==> src/hdl/gps_week_time_ntp_stamper_core_defines.svh <==
// Assertion macros shared by the GPS week time stamper RTL.
`ifndef GPS_WEEK_TIME_NTP_STAMPER_CORE_DEFINES_SVH
`define GPS_WEEK_TIME_NTP_STAMPER_CORE_DEFINES_SVH

// The consequent must hold in the same cycle as the antecedent.
`define GWT_ASSERT_SAME(label, clk, rst, ante, cons, msg) \
   label: assert property (@(posedge clk) disable iff (rst) (ante) |-> (cons)) \
      else $error(msg);

// The consequent must hold in the cycle after the antecedent.
`define GWT_ASSERT_NEXT(label, clk, rst, ante, cons, msg) \
   label: assert property (@(posedge clk) disable iff (rst) (ante) |=> (cons)) \
      else $error(msg);

`endif

==> src/hdl/gwt_pkg.sv <==
// Shared types and constants of the GPS week time stamper.
`default_nettype none

package gwt_pkg;

   localparam logic [1:0] REQ_SET_DATE = 2'd0;
   localparam logic [1:0] REQ_TICK     = 2'd1;
   localparam logic [1:0] REQ_NTP      = 2'd2;
   localparam logic [1:0] REQ_UNIX     = 2'd3;

   localparam int unsigned CSR_INDEX_W = 1;
   localparam logic [CSR_INDEX_W-1:0] CSR_NTP_OFFSET = 1'b0;
   localparam logic [CSR_INDEX_W-1:0] CSR_ROUND_BIAS = 1'b1;

   localparam logic [31:0] NTP_OFFSET_RESET = 32'd0;
   localparam logic [15:0] ROUND_BIAS_RESET = 16'd32768;

   localparam logic [19:0] WEEK_SECONDS   = 20'd604800;
   localparam logic [31:0] GPS_NTP_EPOCH  = 32'd2524953600;
   localparam logic [31:0] GPS_UNIX_EPOCH = 32'd315964800;

   localparam int unsigned QUEUE_DEPTH = 4;
   localparam int unsigned QUEUE_PTR_W = 2;
   localparam int unsigned QUEUE_CNT_W = 3;

   typedef struct packed {
      logic        is_ntp;
      logic [15:0] week;
      logic [19:0] sow;
      logic [31:0] timer;
      logic [31:0] fudge;
   } query_type;

endpackage

`default_nettype wire

==> src/hdl/gwt_queue.sv <==
// Short queue of query items between the front and back parts.
`default_nettype none
`include "gps_week_time_ntp_stamper_core_defines.svh"

module gwt_queue (
   input  wire logic               clock,
   input  wire logic               reset,
   input  wire logic               push_en,
   input  gwt_pkg::query_type      push_item,
   output logic                    full,
   input  wire logic               pop_en,
   output gwt_pkg::query_type      pop_item,
   output logic                    empty
);

   gwt_pkg::query_type mem_ff [gwt_pkg::QUEUE_DEPTH];
   logic [gwt_pkg::QUEUE_PTR_W-1:0] wr_ptr_ff, wr_ptr_in;
   logic [gwt_pkg::QUEUE_PTR_W-1:0] rd_ptr_ff, rd_ptr_in;
   logic [gwt_pkg::QUEUE_CNT_W-1:0] count_ff, count_in;
   logic do_push;
   logic do_pop;

   assign full     = (count_ff == gwt_pkg::QUEUE_CNT_W'(gwt_pkg::QUEUE_DEPTH));
   assign empty    = (count_ff == '0);
   assign do_push  = push_en && !full;
   assign do_pop   = pop_en && !empty;
   assign pop_item = mem_ff[rd_ptr_ff];

   always_comb begin
      wr_ptr_in = do_push ? wr_ptr_ff + 1'b1 : wr_ptr_ff;
      rd_ptr_in = do_pop ? rd_ptr_ff + 1'b1 : rd_ptr_ff;
      count_in  = count_ff;
      if (do_push && !do_pop) begin
         count_in = count_ff + 1'b1;
      end else if (do_pop && !do_push) begin
         count_in = count_ff - 1'b1;
      end
   end

   always_ff @(posedge clock) begin
      if (reset) begin
         wr_ptr_ff <= '0;
         rd_ptr_ff <= '0;
         count_ff  <= '0;
      end else begin
         wr_ptr_ff <= wr_ptr_in;
         rd_ptr_ff <= rd_ptr_in;
         count_ff  <= count_in;
      end
   end

   always_ff @(posedge clock) begin
      if (do_push) begin
         mem_ff[wr_ptr_ff] <= push_item;
      end
   end

   `GWT_ASSERT_SAME(a_count_bound, clock, reset, 1'b1, count_ff <= gwt_pkg::QUEUE_CNT_W'(gwt_pkg::QUEUE_DEPTH), "Queue count exceeds its depth.")
   `GWT_ASSERT_SAME(a_pop_nonempty, clock, reset, pop_en, !empty, "Queue popped while empty.")

endmodule

`default_nettype wire

==> src/hdl/gwt_front.sv <==
// Front part: accepts items, keeps week and second of week, forwards queries.
`default_nettype none
`include "gps_week_time_ntp_stamper_core_defines.svh"

module gwt_front (
   input  wire logic               clock,
   input  wire logic               reset,
   input  wire logic               req_push,
   input  wire logic [1:0]         req_type,
   input  wire logic [15:0]        req_week_in,
   input  wire logic [19:0]        req_tow_in,
   input  wire logic signed [7:0]  req_utc_offset,
   input  wire logic [31:0]        req_timer_count,
   input  wire logic signed [31:0] req_fudge,
   input  wire logic               q_full,
   output logic                    q_push,
   output gwt_pkg::query_type      q_item
);

   logic [15:0] week_ff, week_in;
   logic [19:0] sow_ff, sow_in;
   logic        accept;
   logic [21:0] sd_sum;
   logic [21:0] sd_wrap;
   logic [20:0] tick_sum;
   logic        tick_roll;

   assign accept    = req_push && !q_full;
   assign sd_sum    = {2'b00, req_tow_in} + {{14{req_utc_offset[7]}}, req_utc_offset};
   assign sd_wrap   = sd_sum + {2'b00, gwt_pkg::WEEK_SECONDS};
   assign tick_sum  = {1'b0, sow_ff} + 21'd1;
   assign tick_roll = (tick_sum >= {1'b0, gwt_pkg::WEEK_SECONDS});

   always_comb begin
      week_in = week_ff;
      sow_in  = sow_ff;
      q_push  = 1'b0;
      if (accept) begin
         unique case (req_type) inside
            gwt_pkg::REQ_SET_DATE: begin
               if (sd_sum[21]) begin
                  sow_in  = sd_wrap[19:0];
                  week_in = req_week_in - 16'd1;
               end else begin
                  sow_in  = sd_sum[19:0];
                  week_in = req_week_in;
               end
            end
            gwt_pkg::REQ_TICK: begin
               if (tick_roll) begin
                  sow_in  = 20'(tick_sum - {1'b0, gwt_pkg::WEEK_SECONDS});
                  week_in = week_ff + 16'd1;
               end else begin
                  sow_in = tick_sum[19:0];
               end
            end
            gwt_pkg::REQ_NTP, gwt_pkg::REQ_UNIX: begin
               q_push = 1'b1;
            end
            default: begin
               q_push = 1'b0;
            end
         endcase
      end
   end

   always_comb begin
      q_item.is_ntp = (req_type == gwt_pkg::REQ_NTP);
      q_item.week   = week_ff;
      q_item.sow    = sow_ff;
      q_item.timer  = req_timer_count;
      q_item.fudge  = $unsigned(req_fudge);
   end

   always_ff @(posedge clock) begin
      if (reset) begin
         week_ff <= '0;
         sow_ff  <= '0;
      end else begin
         week_ff <= week_in;
         sow_ff  <= sow_in;
      end
   end

   `GWT_ASSERT_NEXT(a_tick_step, clock, reset, accept && (req_type == gwt_pkg::REQ_TICK) && (sow_ff < 20'd604799), (sow_ff == $past(sow_ff) + 20'd1) && (week_ff == $past(week_ff)), "Tick did not advance the second by one.")

endmodule

`default_nettype wire

==> src/hdl/gwt_back.sv <==
// Back part: scales timer captures and forms NTP and Unix time stamps.
`default_nettype none
`include "gps_week_time_ntp_stamper_core_defines.svh"

module gwt_back (
   input  wire logic                            clock,
   input  wire logic                            reset,
   input  wire logic [31:0]                     scale_int,
   input  wire logic [31:0]                     scale_frac,
   input  wire logic                            csr_write_en,
   input  wire logic [gwt_pkg::CSR_INDEX_W-1:0] csr_index,
   input  wire logic [31:0]                     csr_wdata,
   input  wire logic                            q_empty,
   input  gwt_pkg::query_type                   q_item,
   output logic                                 q_pop,
   output logic                                 rsp_empty,
   input  wire logic                            rsp_pop,
   output logic [31:0]                          rsp_ntp_seconds,
   output logic [31:0]                          rsp_ntp_fraction,
   output logic signed [31:0]                   rsp_unix_seconds
);

   logic [31:0] offset_ff;
   logic [15:0] bias_ff;

   logic        s1_v_ff, s1_v_in;
   logic        s1_ntp_ff;
   logic [31:0] s1_int_ff, s1_hi_ff, s1_x1_ff, s1_x2_ff, s1_lo_ff, s1_week_ff;
   logic [19:0] s1_sow_ff;
   logic [31:0] s1_fudge_ff;

   logic        s2_v_ff, s2_v_in;
   logic        s2_ntp_ff;
   logic [31:0] s2_pre_ff, s2_mid_ff, s2_base_ff, s2_adj_ff;

   logic        s3_v_ff, s3_v_in;
   logic [31:0] s3_secs_ff, s3_frac_ff, s3_unix_ff;

   logic s1_ready, s2_ready, s3_ready;
   logic [15:0] th, tl, mh, ml;
   logic [31:0] mid_sum;
   logic [31:0] frac, aug, secs;

   assign s3_ready = !s3_v_ff || rsp_pop;
   assign s2_ready = !s2_v_ff || s3_ready;
   assign s1_ready = !s1_v_ff || s2_ready;
   assign q_pop    = !q_empty && s1_ready;

   assign s1_v_in = s1_ready ? !q_empty : s1_v_ff;
   assign s2_v_in = s2_ready ? s1_v_ff : s2_v_ff;
   assign s3_v_in = s3_ready ? s2_v_ff : s3_v_ff;

   assign th = q_item.timer[31:16];
   assign tl = q_item.timer[15:0];
   assign mh = scale_frac[31:16];
   assign ml = scale_frac[15:0];

   assign mid_sum = s1_x1_ff + s1_x2_ff + {16'd0, s1_lo_ff[31:16]} + {16'd0, bias_ff};
   assign frac    = s2_pre_ff + s2_mid_ff;
   assign aug     = frac + s2_adj_ff;
   assign secs    = s2_base_ff + {31'd0, (aug < frac)};

   always_ff @(posedge clock) begin
      if (reset) begin
         offset_ff <= gwt_pkg::NTP_OFFSET_RESET;
         bias_ff   <= gwt_pkg::ROUND_BIAS_RESET;
         s1_v_ff   <= 1'b0;
         s2_v_ff   <= 1'b0;
         s3_v_ff   <= 1'b0;
      end else begin
         if (csr_write_en && (csr_index == gwt_pkg::CSR_NTP_OFFSET)) begin
            offset_ff <= csr_wdata;
         end
         if (csr_write_en && (csr_index == gwt_pkg::CSR_ROUND_BIAS)) begin
            bias_ff <= csr_wdata[15:0];
         end
         s1_v_ff <= s1_v_in;
         s2_v_ff <= s2_v_in;
         s3_v_ff <= s3_v_in;
      end
   end

   always_ff @(posedge clock) begin
      if (s1_ready) begin
         s1_ntp_ff   <= q_item.is_ntp;
         s1_int_ff   <= 32'(q_item.timer * scale_int);
         s1_hi_ff    <= 32'(th) * 32'(mh);
         s1_x1_ff    <= 32'(th) * 32'(ml);
         s1_x2_ff    <= 32'(tl) * 32'(mh);
         s1_lo_ff    <= 32'(tl) * 32'(ml);
         s1_week_ff  <= 32'(32'(q_item.week) * 32'(gwt_pkg::WEEK_SECONDS));
         s1_sow_ff   <= q_item.sow;
         s1_fudge_ff <= q_item.fudge;
      end
      if (s2_ready) begin
         s2_ntp_ff  <= s1_ntp_ff;
         s2_pre_ff  <= s1_int_ff + s1_hi_ff;
         s2_mid_ff  <= {16'd0, mid_sum[31:16]};
         s2_base_ff <= (s1_ntp_ff ? gwt_pkg::GPS_NTP_EPOCH : gwt_pkg::GPS_UNIX_EPOCH)
                       + s1_week_ff + {12'd0, s1_sow_ff};
         s2_adj_ff  <= s1_fudge_ff + offset_ff;
      end
      if (s3_ready) begin
         s3_secs_ff <= s2_ntp_ff ? secs : 32'd0;
         s3_frac_ff <= s2_ntp_ff ? aug : 32'd0;
         s3_unix_ff <= s2_ntp_ff ? 32'd0 : s2_base_ff;
      end
   end

   assign rsp_empty        = !s3_v_ff;
   assign rsp_ntp_seconds  = s3_secs_ff;
   assign rsp_ntp_fraction = s3_frac_ff;
   assign rsp_unix_seconds = $signed(s3_unix_ff);

   `GWT_ASSERT_SAME(a_unix_excl, clock, reset, s3_v_ff && (s3_unix_ff != 32'd0), (s3_secs_ff == 32'd0) && (s3_frac_ff == 32'd0), "Unix result carries NTP fields.")

endmodule

`default_nettype wire

==> src/hdl/gps_week_time_ntp_stamper_core.sv <==
// Top level of the GPS week time stamper with NTP and Unix time stamps.
//
// Items enter through a queue-like port: an item is taken at a clock edge
// with req_push high and req_full low. Set-date and tick items update the
// GPS week and UTC second of week at once and give no result. NTP and Unix
// queries capture the time held at acceptance and each give one result.
// Results leave through a queue-like port: the oldest result is shown while
// rsp_empty is low and is taken at an edge with rsp_pop high.
// A query's result passes from the query queue through the s1, s2 and s3
// registers of the three-stage scaling pipeline. One item per cycle is taken
// in steady state while results are popped; the query queue holds four entries.
// When the receiver stalls, the pipeline holds and the query queue fills;
// req_full then rises and stays high until results are popped again.
// Reset clears the time to week zero, second zero, empties the queue and
// pipeline, and sets the NTP offset to zero and the rounding bias to 32768.
// The configuration port writes a register at each edge with csr_write_en.
`default_nettype none

module gps_week_time_ntp_stamper_core #(
   parameter int unsigned CLOCK_HZ = 42000000
) (
   input  wire logic                            clock,
   input  wire logic                            reset,
   input  wire logic                            req_push,
   output logic                                 req_full,
   input  wire logic [1:0]                      req_type,
   input  wire logic [15:0]                     req_week_in,
   input  wire logic [19:0]                     req_tow_in,
   input  wire logic signed [7:0]               req_utc_offset,
   input  wire logic [31:0]                     req_timer_count,
   input  wire logic signed [31:0]              req_fudge,
   output logic                                 rsp_empty,
   input  wire logic                            rsp_pop,
   output logic [31:0]                          rsp_ntp_seconds,
   output logic [31:0]                          rsp_ntp_fraction,
   output logic signed [31:0]                   rsp_unix_seconds,
   input  wire logic                            csr_write_en,
   input  wire logic [gwt_pkg::CSR_INDEX_W-1:0] csr_index,
   input  wire logic [31:0]                     csr_wdata
);

   localparam logic [63:0] TWO32      = 64'd1 << 32;
   localparam logic [63:0] HZ         = 64'(CLOCK_HZ);
   localparam logic [63:0] MI_WIDE    = TWO32 / HZ;
   localparam logic [63:0] MF_WIDE    = ((TWO32 - MI_WIDE * HZ) * TWO32) / HZ;
   localparam logic [31:0] SCALE_INT  = MI_WIDE[31:0];
   localparam logic [31:0] SCALE_FRAC = MF_WIDE[31:0];

   logic               q_push;
   logic               q_full;
   logic               q_pop;
   logic               q_empty;
   gwt_pkg::query_type q_push_item;
   gwt_pkg::query_type q_pop_item;

   assign req_full = q_full;

   gwt_front u_front (
      .clock           (clock),
      .reset           (reset),
      .req_push        (req_push),
      .req_type        (req_type),
      .req_week_in     (req_week_in),
      .req_tow_in      (req_tow_in),
      .req_utc_offset  (req_utc_offset),
      .req_timer_count (req_timer_count),
      .req_fudge       (req_fudge),
      .q_full          (q_full),
      .q_push          (q_push),
      .q_item          (q_push_item)
   );

   gwt_queue u_queue (
      .clock     (clock),
      .reset     (reset),
      .push_en   (q_push),
      .push_item (q_push_item),
      .full      (q_full),
      .pop_en    (q_pop),
      .pop_item  (q_pop_item),
      .empty     (q_empty)
   );

   gwt_back u_back (
      .clock            (clock),
      .reset            (reset),
      .scale_int        (SCALE_INT),
      .scale_frac       (SCALE_FRAC),
      .csr_write_en     (csr_write_en),
      .csr_index        (csr_index),
      .csr_wdata        (csr_wdata),
      .q_empty          (q_empty),
      .q_item           (q_pop_item),
      .q_pop            (q_pop),
      .rsp_empty        (rsp_empty),
      .rsp_pop          (rsp_pop),
      .rsp_ntp_seconds  (rsp_ntp_seconds),
      .rsp_ntp_fraction (rsp_ntp_fraction),
      .rsp_unix_seconds (rsp_unix_seconds)
   );

endmodule

`default_nettype wire
==> config.mk <==
export PLATFORM = sky130hd
export DESIGN_NAME = gps_week_time_ntp_stamper_core
export DESIGN_NICKNAME = d
export VERILOG_FILES = /design/src/hdl/gwt_pkg.sv /design/src/hdl/gwt_queue.sv /design/src/hdl/gwt_front.sv /design/src/hdl/gwt_back.sv /design/src/hdl/gps_week_time_ntp_stamper_core.sv
export VERILOG_INCLUDE_DIRS = /design/src /design/src/hdl
export SDC_FILE = /design/constraint.sdc
export NUM_CORES = 2
export LEC_CHECK = 0
export ABC_AREA = 1
export ABC_CLOCK_PERIOD_IN_PS = 12680
export BUFFER_PORTS_ARGS = -buffer_cell sky130_fd_sc_hd__buf_2
export CAP_MARGIN = 40
export CORE_MARGIN = 2
export CORE_UTILIZATION = 28
export CTS_BUF_LIST = sky130_fd_sc_hd__clkbuf_8
export DETAILED_ROUTE_END_ITERATION = 16
export PLACE_DENSITY = 0.44
export RECOVER_POWER = 25
export SLEW_MARGIN = 10
export SYNTH_ARGS = -nofsm -noshare
export SYNTH_HDL_FRONTEND = slang
export SYNTH_SLANG_ARGS = --single-unit
export TNS_END_PERCENT = 1
==> constraint.sdc <==
create_clock -name clock -period 12.68 [get_ports clock]
set_clock_uncertainty 0.2 [all_clocks]
set_input_delay 3.804 -clock clock [delete_from_list [all_inputs] [get_ports clock]]
set_output_delay 3.804 -clock clock [all_outputs]
set_load 0.005 [all_outputs]
==> metrics.txt <==
outcome finished with violations; violated checks capacitance limit, slew limit; total of max-cap violations 5; Crit. End Element flip-flop; Hold Path Class flip-flop to flip-flop; sequential cell area fraction in the yosys report 39.8%; hold_buf cts 0; CTS resizes 0; IO Port Bufs 245; Total GRT Usage 15.7%; die area 244000 sq um; hpwl dp 150 mm; Async S/R FF share, synth 0%; fin cells 10400; drt initial violations 2735; Root Driver clkbuf_8; top cell type by total area after synthesis edfxtp_1; Total Wirelength 192 mm; top sig layer met5; GRT Residual Overflow 0; vias in the first global route 48700; final core utilization 31.8%; CP Max Fanout 71; FF+latch area 26700 sq um; Avg Inst Size Synth 10.1 sq um; Vias/cell 4.61; most instantiated cells after synthesis inv_1, nand2_1, ha_1; H-tree depth 4; min Tclk post-route 9.82 ns; Final Max Slew Viols 278; share of cells above drive strength 1 7.60%; RSZ-0062 raised after global routing false; endpoints failing hold 0; Die Wd 494 um; total CTS buffers 162; Fmax achieved 102 MHz; Filler cells 24700; met3 WL 7.67 mm; Synth cell types 61; First-pass DRT Iterations 7; Critical Path Start Type flip-flop; Initial Util 28.2%; drt wl/cell 18.5 um; met2 routed WL 86.6 mm; Sink Count 922; drt drc 0; IO Pins 246; Syn Inst Count 6679; die height 494 um; Syn. warnings 0; met1 WL 93.7 mm; Required @ worst endpoint 13.12 ns; vias 47700; kind of critical path flip-flop to flip-flop; Area contributors post-synth edfxtp_1, ha_1, fa_1; post-synthesis net count 8097; count of state elements after synthesis 922; final cycle utilization of the critical path 77.5%; Arrival @ worst endpoint 10.26 ns; post-synth top area share 37.0%; count leader, synth inv_1; last weighted congestion value of the routability-driven placer 0.881; area taken by multi-input logic gates 36200 sq um; Clk pin slew, worst setup/hold paths 0.06 ns; EDFF count, synth 826; Setup violations, final 0; Worst Max-Slew Pin Slew 3.60 ns; top_reg_cell synth edfxtp_1; largest net degree at the start of global routing 102; cell row count 179; antenna violations before repair 50; antenna-violating nets left 0; post-route setup TNS 0 ns; Post-CTS Setup Bufs 0; Final nets 8471; DP Cell Count 10100; Skew-Pair Late Insertion Delay 0.92 ns; CTS tree yes; Post-Syn Area 67100 sq um; Max-slew headroom -140%; Area growth syn-to-layout 12.8%; core area 238000 sq um; Clock Path Buffers 3; Hold WS 0.220 ns; first-pass GRT wire length 295 mm
==> kinds of logic (layout without fill, tap and decap cells) <==
| logic type | count (synthesis) | in the layout | share of synthesized area, % |
|---|---|---|---|
| buffers and inverters | 1110 | 1617 | 6.26 |
| DFF | 922 | 922 | 39.8 |
| xor gates and xnor gates | 320 | 320 | 4.19 |
| adders and majority gates | 1270 | 1270 | 28.3 |
| and+or+nand+nor | 1898 | 1898 | 11.7 |
| other | 0 | 9 | 0 |
| AOI/OAI and AO/OA | 1159 | 1159 | 9.69 |
==> per-layer routing <==
| metal | global-route usage [%] | up-vias |
|---|---|---|
| li1 | - | 23500 |
| met4 | 3.40 | 18 |
| met2 | 25.3 | 903 |
| met1 | 22.2 | 23000 |
| met5 | 0 | - |
| met3 | 2.48 | 267 |
==> registers in the layout, summed over array words and instances (netlist names), 20 cells and up, named ones only <==
name                     flops
u_back.s1_sow_ff            20
u_back.s1_int_ff            31
u_front.sow_ff              20
u_back.s2_adj_ff            32
u_back.rsp_unix_seconds     32
u_back.offset_ff            32
u_back.s1_week_ff           25
u_back.s2_pre_ff            32
u_back.s1_hi_ff             31
u_queue.mem_ff             404
u_back.s1_fudge_ff          32
u_back.s1_x1_ff             29
u_back.s2_base_ff           32
u_back.rsp_ntp_seconds      32
u_back.s1_x2_ff             30
u_back.rsp_ntp_fraction     32
==> worst max-delay path: stages, from the launching register on <==
cell      delay, ns
dfxtp_1        1.06
inv_6          0.91
clkbuf_1       1.66
nor2_1         0.06
o22ai_1        0.23
clkbuf_1       0.81
ha_1           0.45
ha_1           0.20
inv_1          0.07
fa_1           0.53
inv_1          0.05
ha_1           0.26
inv_1          0.04
fa_1           0.47
inv_1          0.05
fa_1           0.47
ha_1           0.34
nand4_1        0.12
nand2b_1       0.16
o21ai_0        0.32
a21oi_1        0.17
o31ai_1        0.51
a21oi_1        0.18
xnor2_1        0.17
==> layout make-up <==
type | instances | share of cell area, %
timing repair buffer | 321 | 2.43
inverter | 999 | 4.97
antenna | 9 | 0.0297
tap | 3167 | 5.23
clock inverter | 132 | 1.18
sequential | 922 | 35.3
multi-input combinational | 4647 | 47.9
clock buffer | 165 | 3.00
==> final timing paths <==
path         cells past startpoint                start  slack, ns                   end
max                             23            flip-flop       2.86   u_back.s1_lo_ff[25]
min                              0  u_back.s1_sow_ff[1]       0.22  u_back.s2_base_ff[1]
max reg2reg                     23            flip-flop       2.86   u_back.s1_lo_ff[25]
min reg2reg                      0  u_back.s1_sow_ff[1]       0.22  u_back.s2_base_ff[1]
==> cell usage in the layout, fill, tap and decap left out, types with 65 or more instances in the layout <==
| master | instances |
|---|---|
| clkbuf_8 | 165 |
| xnor2_1 | 102 |
| xor2_1 | 217 |
| nor2_1 | 600 |
| o21ai_0 | 397 |
| buf_2 | 208 |
| dfxtp_1 | 95 |
| fa_1 | 414 |
| nand3_1 | 189 |
| a21oi_1 | 459 |
| o22ai_1 | 65 |
| ha_1 | 856 |
| inv_1 | 1049 |
| edfxtp_1 | 826 |
| nand2_1 | 905 |
==> metrics by stage <==
stage	setup WS (ns)	cell area [sq um]
6_report	2.86	75700
5_1_grt	2.03	75700
4_1_cts	3.58	75800
3_5_place_dp	3.57	72600
3_3_place_gp	3.65	72500
2_1_floorplan	1.08	67100
Power is left out: the tool's default activity adds up to more than one toggle a clock period on the data nets, which glitch-free logic cannot reach.
